File: config.mk
export PLATFORM = sky130hd
export DESIGN_NAME = sau_cell
export DESIGN_NICKNAME = d
export VERILOG_FILES = /design/src/design/sau_pkg.sv /design/src/design/sau_cell.sv
export SDC_FILE = /design/constraint.sdc
export NUM_CORES = 1
export LEC_CHECK = 0
export ABC_AREA = 1
export BUFFER_PORTS_ARGS = -buffer_cell sky130_fd_sc_hd__buf_4
export CORE_MARGIN = 4
export CORE_UTILIZATION = 41
export CTS_CLUSTER_DIAMETER = 40
export DETAILED_ROUTE_END_ITERATION = 8
export PLACE_DENSITY = 0.82
export SLEW_MARGIN = 20
export SYNTH_ARGS = -nofsm -noshare
export SYNTH_HDL_FRONTEND = slang
export SYNTH_SLANG_ARGS = --single-unit
File: constraint.sdc
create_clock -name i_clk -period 1.7 [get_ports i_clk]
set_input_delay 0.17 -clock i_clk [delete_from_list [all_inputs] [get_ports i_clk]]
set_output_delay 0.17 -clock i_clk [all_outputs]
set_load 0.02 [all_outputs]
File: src/design/sau_pkg.sv
package sau_pkg;

    localparam int unsigned DATA_W            = 32;
    localparam int unsigned MODE_W            = 3;
    localparam int unsigned ERR_W             = 2;
    localparam int unsigned DEPTH_OUT_W       = 7;
    localparam int unsigned STACK_DEPTH_DEF   = 64;
    localparam int unsigned MIN_OPERANDS      = 2;
    localparam int unsigned DIV_CNT_W         = $clog2(DATA_W);

    typedef enum logic [MODE_W-1:0] {
        MODE_PUSH = 3'd0,
        MODE_ADD  = 3'd1,
        MODE_SUB  = 3'd2,
        MODE_MUL  = 3'd3,
        MODE_DIV  = 3'd4,
        MODE_MOD  = 3'd5
    } t_mode;

    typedef enum logic [ERR_W-1:0] {
        ERR_OK   = 2'd0,
        ERR_FEW  = 2'd1,
        ERR_ZERO = 2'd2,
        ERR_FULL = 2'd3
    } t_err;

    // SH_DOWN moves every entry one place deeper, SH_UP one place toward the top.
    typedef enum logic [1:0] {
        SH_HOLD = 2'd0,
        SH_DOWN = 2'd1,
        SH_UP   = 2'd2
    } t_shift;

    typedef enum logic {
        ST_IDLE = 1'b0,
        ST_DIV  = 1'b1
    } t_state;

    typedef struct packed {
        logic              start;
        logic [DATA_W-1:0] num;
        logic [DATA_W-1:0] den;
    } t_div_req;

    typedef struct packed {
        logic              done;
        logic [DATA_W-1:0] quo;
        logic [DATA_W-1:0] rem;
    } t_div_rsp;

endpackage

File: src/design/sau_cell.sv
module sau_cell (
    input  logic                        i_clk,
    input  sau_pkg::t_shift             i_shift,
    input  logic [sau_pkg::DATA_W-1:0]  i_from_up,
    input  logic [sau_pkg::DATA_W-1:0]  i_from_down,
    output logic [sau_pkg::DATA_W-1:0]  o_value
);
    import sau_pkg::*;

    logic [DATA_W-1:0] r_value;

    always_ff @(posedge i_clk) begin
        case (i_shift)
            SH_DOWN: r_value <= i_from_up;
            SH_UP:   r_value <= i_from_down;
            default: r_value <= r_value;
        endcase
    end

    assign o_value = r_value;

endmodule

==> impl_metrics.env <==
export IMPL_worstPathRequired_ns=1.53
export IMPL_post_drt_via_cell_ratio=4.39
export IMPL_cts_tree="done"
export IMPL_synth_distinct_cells=9
export IMPL_grt_use_total=0.147
export IMPL_worstPathBufferInverterCount=1
export IMPL_dr_pass1_iters=4
export IMPL_drive_above_1_share=0.490
export IMPL_diodes=0
export IMPL_setup_viol=0
export IMPL_cts_resized=0
export IMPL_swShare=0.264
export IMPL_cp_arrival_ns=0.88
export IMPL_ant_nets=0
export IMPL_cp_start_kind="flip-flop"
export IMPL_htree_levels=2
export IMPL_period_share=0.619
export IMPL_cts_max_path_buffers=2
export IMPL_tns_ns=0
export IMPL_seq_area_sq_um=961
export IMPL_path_clk_slew_ns=0.10
export IMPL_dp_hpwl_um=2770
export IMPL_status="completed"
export IMPL_dpl_cell_area_sq_um=2210
export IMPL_cp_end_kind="output pin"
export IMPL_slowest_delay_ns=0.40
export IMPL_fp_row_count=21
export IMPL_cts_buffers=5
export IMPL_crit_slowest_cell="edfxtp_1"
export IMPL_combPwrFrac=0.267
export IMPL_nets=308
export IMPL_critPathLaunch="o_value[9]"
export IMPL_wl_per_cell_um=12.6
export IMPL_dieWidth_um=67.9
export IMPL_cp_cell_sequence="buf_4"
export IMPL_hold_viol=0
export IMPL_portBuffers=98
export IMPL_vdd_drop_max_mv=0.578
export IMPL_p_leak_nw=1.15
export IMPL_ys_warn_count=0
export IMPL_worstMarginPinSlew_ns=0.251
export IMPL_power_density_nw_per_um2=938
export IMPL_p_int_mw=1.58
export IMPL_holdBufCountCts=0
export IMPL_ys_ff_latch=32
export IMPL_maxSlewViolCount=0
export IMPL_vias=1259
export IMPL_chipHeight_um=67.9
export IMPL_maxCapViolCount=0
export IMPL_drt_total_wl_um=3630
export IMPL_cp_depth=1
export IMPL_grt_pass1_wl_um=4890
export IMPL_grt_max_degree=33
export IMPL_clockPowerShare=0.249
export IMPL_rsz0062_at_grt="no"
export IMPL_period_minus_slack_ns=1.05
export IMPL_largest_register_ffs=32
export IMPL_fp_coreArea_sq_um=3390
export IMPL_grt_overflow=0
export IMPL_grt_pass1_vias=1131
export IMPL_max_freq_mhz=950
export IMPL_ys_seq_area_frac=0.653
export IMPL_hp_class="in -> reg"
export IMPL_drc=0
export IMPL_clock_tree_root_cell="clkbuf_4"
export IMPL_final_core_util=0.673
export IMPL_seqPwrFrac=0.484
export IMPL_path_max_fanout=1
export IMPL_fill_cells=272
export IMPL_syn_area_per_cell_sq_um=10.6
export IMPL_relSlewSlack=0.832
export IMPL_path_class="reg -> out"
export IMPL_area_growth_pct=54.9
export IMPL_p_switching_mw=0.564
export IMPL_gp_congestion=0.718
export IMPL_fin_cells=287
export IMPL_holdWs_ns=0.112
export IMPL_start_util=0.434
export IMPL_cp_endpoint="o_value[9]"
export IMPL_pin_count=99
export IMPL_post_cts_buffers=0
export IMPL_syn_nets=207
export IMPL_crit_family="flip-flops"
export IMPL_cts_sinks=32
export IMPL_syn_area_sq_um=1470
export IMPL_dieArea_sq_um=4610
export IMPL_grt_antenna_before_repair=0
export IMPL_drtIter0Drc=52
export IMPL_place_inst=279
export IMPL_syn_inst=139
export IMPL_fin_area_sq_um=2280
export IMPL_multiInputGateArea_sq_um=398
worst min path at each step:
stage	start	to	slack, ns	depth (start not counted)
floorplan	i_from_up[0]	o_value[0]	0.34	2
global placement	i_from_up[29]	o_value[29]	0.43	3
detailed placement	i_from_up[12]	o_value[12]	0.44	3
CTS	i_from_up[30]	o_value[30]	0.09	3
global route	i_from_up[30]	o_value[30]	0.09	3
finish	i_from_up[30]	o_value[30]	0.11	3
kinds of logic (layout without fill, tap and decap cells):
logic type                 Yosys count  in the layout  synth area share
and+or+nand+nor                     96             96             0.262
DFF                                 32             32             0.653
adders and majority gates            1              1           0.00849
buffers and inverters               10            112            0.0773
routing by layer:
layer	up-vias	global-route usage	part of all wire
li1	642	-	-
met5	-	0	0
met2	63	0.262	0.51
met3	4	0.0558	0.11
met1	550	0.145	0.36
met4	0	0.0819	0.011
power by group through the flow:
stage / logic (mW) / registers, mW / clock network [mW]
floorplan: 0.119 / 1.21 / 0
global placement: 0.571 / 1.05 / 0
detailed placement: 0.577 / 1.06 / 0
CTS: 0.579 / 1.04 / 0.553
global route: 0.612 / 1.05 / 0.586
finish: 0.572 / 1.04 / 0.533
cell usage after synthesis:
master	instances	share of area
nand2_1	86	0.22
edfxtp_1	32	0.65
nand2_2	10	0.042
buf_6	3	0.023
clkbuf_8	3	0.028
inv_1	2	0.0051
buf_12	1	0.014
ha_1	1	0.0085
inv_8	1	0.0076
worst min-delay path, stage by stage:
cell and delay, ns:
buf_4 0.07, nand2_1 0.04, nand2_1 0.04
cell usage in the layout, fill, tap and decap left out:
cell type / netlist / layout
buf_4: 0 / 100
nand2_1: 86 / 86
edfxtp_1: 32 / 32
nand2_2: 10 / 10
clkbuf_4: 0 / 5
inv_1: 2 / 2
clkinv_1: 0 / 2
inv_8: 1 / 1
ha_1: 1 / 1
bufinv_16: 0 / 1
buf_12: 1 / 1
layout make-up:
type                       count  share of cell area
sequential                    32               0.421
inverter                       3             0.00823
clock inverter                 3              0.0165
timing repair buffer         101               0.338
clock buffer                   5              0.0165
tap                           46              0.0252
multi-input combinational     97               0.174
stage by stage:
step           worst slack [ns]  power, mW
2_1_floorplan             0.205       1.32
6_report                  0.647       2.14
5_1_grt                   0.590       2.24
4_1_cts                   0.609       2.17
3_3_place_gp              0.535       1.62
3_5_place_dp              0.513       1.63
(Power assumes the default switching activity.)
