==> src/design/sau_pkg.sv <==
package sau_pkg;

    localparam int unsigned DATA_W            = 32;
    localparam int unsigned MODE_W            = 3;
    localparam int unsigned ERR_W             = 2;
    localparam int unsigned DEPTH_OUT_W       = 7;
    localparam int unsigned STACK_DEPTH_DEF   = 64;
    localparam int unsigned MIN_OPERANDS      = 2;
    localparam int unsigned DIV_CNT_W         = $clog2(DATA_W);

    typedef enum logic [MODE_W-1:0] {
        MODE_PUSH = 3'd0,
        MODE_ADD  = 3'd1,
        MODE_SUB  = 3'd2,
        MODE_MUL  = 3'd3,
        MODE_DIV  = 3'd4,
        MODE_MOD  = 3'd5
    } t_mode;

    typedef enum logic [ERR_W-1:0] {
        ERR_OK   = 2'd0,
        ERR_FEW  = 2'd1,
        ERR_ZERO = 2'd2,
        ERR_FULL = 2'd3
    } t_err;

    // SH_DOWN moves every entry one place deeper, SH_UP one place toward the top.
    typedef enum logic [1:0] {
        SH_HOLD = 2'd0,
        SH_DOWN = 2'd1,
        SH_UP   = 2'd2
    } t_shift;

    typedef enum logic {
        ST_IDLE = 1'b0,
        ST_DIV  = 1'b1
    } t_state;

    typedef struct packed {
        logic              start;
        logic [DATA_W-1:0] num;
        logic [DATA_W-1:0] den;
    } t_div_req;

    typedef struct packed {
        logic              done;
        logic [DATA_W-1:0] quo;
        logic [DATA_W-1:0] rem;
    } t_div_rsp;

endpackage

==> src/design/sau_divider.sv <==
module sau_divider (
    input  logic              i_clk,
    input  logic              i_rst_n,
    input  sau_pkg::t_div_req i_req,
    output sau_pkg::t_div_rsp o_rsp
);
    import sau_pkg::*;

    logic                 r_run;
    logic                 r_done;
    logic [DIV_CNT_W-1:0] r_cnt;
    logic [DATA_W-1:0]    r_rem;
    logic [DATA_W-1:0]    r_quo;
    logic [DATA_W-1:0]    r_den;
    logic                 r_qneg;
    logic                 r_rneg;

    logic                 w_nneg;
    logic                 w_dneg;
    logic [DATA_W:0]      w_trial;
    logic [DATA_W:0]      w_diff;

    assign w_nneg  = i_req.num[DATA_W-1];
    assign w_dneg  = i_req.den[DATA_W-1];
    assign w_trial = {r_rem, r_quo[DATA_W-1]};
    assign w_diff  = w_trial - {1'b0, r_den};

    always_ff @(posedge i_clk) begin
        if (!i_rst_n) begin
            r_run  <= 1'b0;
            r_done <= 1'b0;
            r_cnt  <= '0;
        end else begin
            r_done <= 1'b0;
            if (i_req.start) begin
                r_run <= 1'b1;
                r_cnt <= '0;
            end else if (r_run) begin
                r_cnt <= r_cnt + 1'b1;
                if (r_cnt == DIV_CNT_W'(DATA_W - 1)) begin
                    r_run  <= 1'b0;
                    r_done <= 1'b1;
                end
            end
        end
    end

    // Restoring division on magnitudes, one quotient bit per cycle.
    always_ff @(posedge i_clk) begin
        if (i_req.start) begin
            r_rem  <= '0;
            r_quo  <= w_nneg ? (DATA_W'(0) - i_req.num) : i_req.num;
            r_den  <= w_dneg ? (DATA_W'(0) - i_req.den) : i_req.den;
            r_qneg <= w_nneg ^ w_dneg;
            r_rneg <= w_nneg;
        end else if (r_run) begin
            if (!w_diff[DATA_W]) begin
                r_rem <= w_diff[DATA_W-1:0];
                r_quo <= {r_quo[DATA_W-2:0], 1'b1};
            end else begin
                r_rem <= w_trial[DATA_W-1:0];
                r_quo <= {r_quo[DATA_W-2:0], 1'b0};
            end
        end
    end

    assign o_rsp.done = r_done;
    assign o_rsp.quo  = r_qneg ? (DATA_W'(0) - r_quo) : r_quo;
    assign o_rsp.rem  = r_rneg ? (DATA_W'(0) - r_rem) : r_rem;

endmodule

==> config.mk <==
export PLATFORM = sky130hd
export DESIGN_NAME = sau_divider
export DESIGN_NICKNAME = d
export VERILOG_FILES = /design/src/design/sau_pkg.sv /design/src/design/sau_divider.sv
export SDC_FILE = /design/constraint.sdc
export NUM_CORES = 1
export LEC_CHECK = 0
export ABC_AREA = 1
export BUFFER_PORTS_ARGS = -buffer_cell sky130_fd_sc_hd__buf_2
export CAP_MARGIN = 20
export CORE_MARGIN = 5
export CORE_UTILIZATION = 29
export DETAILED_ROUTE_END_ITERATION = 8
export PLACE_DENSITY = 0.43
export SLEW_MARGIN = 20
export SYNTH_ARGS = -nofsm -noshare
export SYNTH_HDL_FRONTEND = slang
export SYNTH_SLANG_ARGS = --single-unit
==> constraint.sdc <==
create_clock -name i_clk -period 5.3 [get_ports i_clk]
set_input_delay 0.265 -clock i_clk [delete_from_list [all_inputs] [get_ports i_clk]]
set_output_delay 0.265 -clock i_clk [all_outputs]
set_load 0.02 [all_outputs]
==> flow_summary.yaml, run 1 <==
cts:
  clkLatencyLatePin_ps: 370
  tritoncts: "done"
  root_buffer: "clkbuf_16"
  numCtsBuffers: 9
  cts_max_path_buffers: 2
  hold_buffers: 0
  cts_resized: 0
  cts.clk_slew.worst_paths_ps: 70
  h-tree-depth: 3
  cts.sink_count: 105
  cts_setup_buffers: 0
logic_synthesis:
  ys_types: 43
  yosys.area.top_type: "edfxtp_1"
  netlist.area_leader.share_pct: 19.73
  synth_area_leaders: "edfxtp_1, nand2_1, inv_1"
  ys_warn_count: 0
  synth_ff_type: "edfxtp_1"
  syn_nets: 1722
  syn_inst: 1616
  async_flop_share_pct: 0
  synth-seq-cells: 105
  synth_most_common_cell: "nand2_1"
  synth_area_um2: 10050
  synth.avg_cell_area_um2: 6.217
  synthTopCellsByCount: "nand2_1, inv_1, nor2_1"
  synth_edf_count: 66
  synth-seq-area-share_pct: 27.50
place:
  place_congestion: 0.8773
  placed_cell_area_um2: 11170
  port_buffers: 131
  dp_hpwl_mm: 27.85
global_routing:
  overflow: 0
  antenna_found_initial: 9
  track_usage_pct: 17.85
  grt_max_degree: 46
  grt_pass1_vias: 10026
  grt_pass1_wl_mm: 54.48
timing:
  period_share_pct: 61.82
  rsz0062_at_grt: "no"
  tightest_slew_ps: 802.6
  drv_slew: 0
  whs_ps: 144.5
  min_period_ps: 3277
  max_freq_mhz: 305.2
  skew_ps: 8.743
  setup_tns_ps: 0
  final-hold-violation-count: 0
  setup_violations: 0
  relSlewSlack_pct: 46.08
worst_setup_path:
  critPathLaunchType: "flip-flop"
  worst_r2r_path_depth: 15
  required_ps: 5040
  worstSetupStartpoint: "r_rem[0]"
  critical_path_peak_fanout: 5
  crit_arrival_ps: 3010
  regToRegSetupSlack_ps: 2450
  critPathCaptureType: "output pin"
  r2r_end: "r_quo[0]"
  r2r-start: "r_quo[31]"
  critical_path_class: "reg -> out"
die:
  fp.dieH_um: 196.1
  initial_utilization_pct: 29.23
  die_x_um: 196.1
  fp.dieArea_um2: 38470
  coreArea_um2: 34370
  rows: 68
  ios: 132
layout:
  num_antenna_cells: 0
  fin_nets: 1839
  layout-drive-gt1-share_pct: 10.93
  syn2layout_area_growth_pct: 14.33
  fin_area_um2: 11490
  fin_util_pct: 33.42
routing:
  drt-total-wl_mm: 34.19
  viasPerCell: 4.526
  antenna_left: 0
  drt_iter0_markers: 461
  drc: 0
  wl_per_cell_um: 15.59
  first_pass_iters: 5
  num_vias: 9926
pwr:
  vdd_ir_drop_max_uv: 154.9
  p_leak_uw: 0.006192
  p_per_area_nw_per_um2: 209.4
worst_hold_path:
  hold_path_class: "in -> reg"
  min_to: "r_den[0]"
  holdPathStages: 1
  min-delay-start: "i_req[0]"
flow_run:
  max_cap_violations: 0
outcome:
  status: "completed"
[worst max path at each step]
stage,end
detailed placement,o_rsp[24]
CTS,o_rsp[24]
global placement,o_rsp[24]
finish,o_rsp[24]
floorplan,r_quo[0]
global route,o_rsp[24]
[cell type report]
type,count,area [um^2]
Fill cell,3947,22890
Multi-Input combinational cell,1164,5936
Sequential cell,105,2763
Inverter,311,1167
Timing Repair Buffer,142,738.2
Tap cell,455,569.3
Clock buffer,12,256.5
Clock inverter,4,57.56
[flip-flops by register name, indices dropped and copies added, names as in the netlist]
register / flops
r_den: 32
r_quo: 32
r_rem: 32
r_cnt: 5
r_done: 1
r_qneg: 1
r_rneg: 1
r_run: 1
[cells by family (layout without fill, tap and decap cells)]
family                     Yosys count  after routing  synth area share, %
xor gates and xnor gates           112            112                9.763
adders and majority gates           39             39                4.932
DFF                                105            105                27.50
AOI/OAI and AO/OA                  130            130                7.036
and+or+nand+nor                    883            883                37.30
buffers and inverters              347            469                13.47
[routing by layer]
metal | GRT usage, % | up-vias | wire, um | share of wire (%)
li1 | - | 5253 | - | -
met3 | 2.851 | 45 | 1211 | 3.5
met2 | 31.62 | 151 | 16720 | 49
met4 | 5.482 | 18 | 788 | 2.3
met1 | 22.26 | 4459 | 15350 | 45
met5 | 0 | - | 123 | 0.36
[through the flow]
stage / std cells / worst slack (ps) / total power [uW]
6_report: 2193 / 2023 / 2405
5_1_grt: 2193 / 1811 / 2547
4_1_cts: 2193 / 2004 / 2444
3_5_place_dp: 2177 / 2435 / 1684
3_3_place_gp: 2177 / 2462 / 1687
2_1_floorplan: 1616 / 3088 / 1428
[power by group]
part	internal [uW]	switching, uW	leakage [uW]
combinational	216	468	0.00507
clock	399	348	0.000151
sequential	940	34.3	0.000975
total	1560	850	0.00619
[placed cells by master (no fill, tap or decap), types with 2 or more instances in the layout]
| cell type | n |
|---|---|
| nand2_1 | 525 |
| a31oi_1 | 9 |
| a21oi_1 | 31 |
| inv_2 | 3 |
| and2_1 | 7 |
| and3_1 | 2 |
| inv_1 | 308 |
| o21ai_0 | 66 |
| dfxtp_1 | 39 |
| nor2_2 | 6 |
| clkbuf_16 | 9 |
| nand4_1 | 24 |
| nor2_1 | 139 |
| nor4_1 | 5 |
| nand3_1 | 114 |
| xor2_1 | 84 |
| o31ai_1 | 7 |
| buf_4 | 11 |
| nand3b_1 | 4 |
| nor3_1 | 33 |
| o21ai_1 | 7 |
| nand2_4 | 4 |
| nor3_2 | 3 |
| clkbuf_8 | 2 |
| buf_2 | 131 |
| o211ai_1 | 5 |
| ha_1 | 38 |
| xnor2_1 | 28 |
| nand2_2 | 5 |
| or2_2 | 7 |
| edfxtp_1 | 66 |
[worst max-delay path: stages, from the launching register on]
cell     delay, ps
dfxtp_1        340
inv_1          170
ha_1           200
nand3_1        180
nor3_2         230
nand4_1        390
nor2_1         350
nand3_1        170
o21ai_1        190
xor2_1         220
buf_2          200
No activity file was read; power rests on OpenSTA's default activity.
==> run 2: changes to the inputs <==
clock period = 3.3 ns   (was 5.3 ns; I/O delays follow)
==> flow_summary.yaml, run 2 (synthesis gave the netlist of run 1 again) <==
global_routing:
  grt_pass1_vias: 10192
  track_usage_pct: 18.19
  grt_pass1_wl_mm: 55.50
  grt_max_degree: 43
  overflow: 0
  antenna_found_initial: 9
cts:
  cts_setup_buffers: 0
  tritoncts: "done"
  numCtsBuffers: 9
  h-tree-depth: 3
  cts_resized: 0
  cts.sink_count: 105
  hold_buffers: 0
  cts.clk_slew.worst_paths_ps: 80
  cts_max_path_buffers: 2
  root_buffer: "clkbuf_16"
  clkLatencyLatePin_ps: 370
routing:
  num_vias: 9951
  drt_iter0_markers: 542
  wl_per_cell_um: 15.88
  first_pass_iters: 5
  antenna_left: 0
  viasPerCell: 4.527
  drt-total-wl_mm: 34.90
  drc: 0
layout:
  syn2layout_area_growth_pct: 14.48
  num-fill-cells: 3898
  layout_common_cells: "nand2_1, inv_1, nor2_1"
  largest_registers: "r_den: 32 flops, r_quo: 32 flops, r_rem: 32 flops"
  fin_nets: 1844
  num_antenna_cells: 0
  final_cells: 2198
  layout-drive-gt1-share_pct: 11.13
  fin_util_pct: 33.46
  final_common_cell: "nand2_1"
worst_setup_path:
  critPathLaunchType: "flip-flop"
  required_ps: 3130
  critical_path_peak_fanout: 5
  critPathCaptureType: "output pin"
  critical_path_class: "reg -> out"
  crit_arrival_ps: 2870
place:
  dp_hpwl_mm: 28.55
  place_congestion: 0.9035
  port_buffers: 131
  place_inst: 2182
die:
  fp.dieH_um: 196.1
  rows: 68
  ios: 132
  die_x_um: 196.1
  fp.dieArea_um2: 38470
  coreArea_um2: 34370
  initial_utilization_pct: 29.23
timing:
  drv_slew: 0
  rsz0062_at_grt: "no"
  final-hold-violation-count: 0
  min_period_ps: 3040
  period_share_pct: 92.11
  max_freq_mhz: 329.0
  setup_tns_ps: 0
  whs_ps: 44.36
  setup_violations: 0
  tightest_slew_ps: 797.0
  relSlewSlack_pct: 46.46
  skew_ps: 7.687
pwr:
  vdd_ir_drop_max_uv: 243.5
  p_per_area_nw_per_um2: 332.6
  p_leak_uw: 0.006209
outcome:
  status: "completed"
worst_hold_path:
  hold_path_class: "in -> reg"
flow_run:
  max_cap_violations: 0
## run 2: worst max-delay path, stage by stage (launching register included)
cell	delay, ps
dfxtp_1	340
inv_1	180
ha_1	200
nand3_1	160
nor3_2	210
nand4_1	380
nor2_2	300
nand3_1	150
o21ai_1	200
xor2_1	190
buf_2	190
## run 2: power breakdown
group	switching [uW]	internal [uW]
Clock	560	596
Sequential	56.3	1510
Combinational	756	348
## run 2: worst paths after layout
check / start / endpoint / slack, ps / depth (start not counted)
hold reg to reg: r_cnt[4] / r_cnt[4] / 480 / 2
hold / removal: i_req[0] / r_den[0] / 40 / 1
setup / recovery: r_rem[0] / o_rsp[24] / 260 / 10
setup reg to reg: r_quo[31] / r_quo[0] / 450 / 15
## run 2: stage by stage
| stage | area, um^2 | setup slack [ps] | power, uW |
|---|---|---|---|
| 6_report | 11500 | 260.4 | 3825 |
| 3_3_place_gp | 11210 | 530.8 | 2713 |
| 4_1_cts | 11500 | 135.5 | 3883 |
| 5_1_grt | 11500 | 10.53 | 4040 |
| 2_1_floorplan | 10050 | 1088 | 2294 |
| 3_5_place_dp | 11210 | 502.7 | 2710 |
## run 2: cell type report
| type | count | area (um^2) | share of cell area (%) |
|---|---|---|---|
| Clock buffer | 12 | 236.5 | 2.056 |
| Timing Repair Buffer | 147 | 775.7 | 6.744 |
| Multi-Input combinational cell | 1164 | 5938 | 51.63 |
| Inverter | 311 | 1167 | 10.15 |
| Sequential cell | 105 | 2763 | 24.02 |
| Clock inverter | 4 | 52.55 | 0.4569 |
| Tap cell | 455 | 569.3 | 4.949 |
## run 2: routing by layer
layer  global-route usage [%]  share of wire [%]  vias to the layer above
li1                         -                  -                     5248
met1                    22.97                 44                     4480
met5                        0               0.30                        -
met2                    31.97                 49                      158
met4                    6.232                2.9                       18
met3                    2.370                3.4                       47
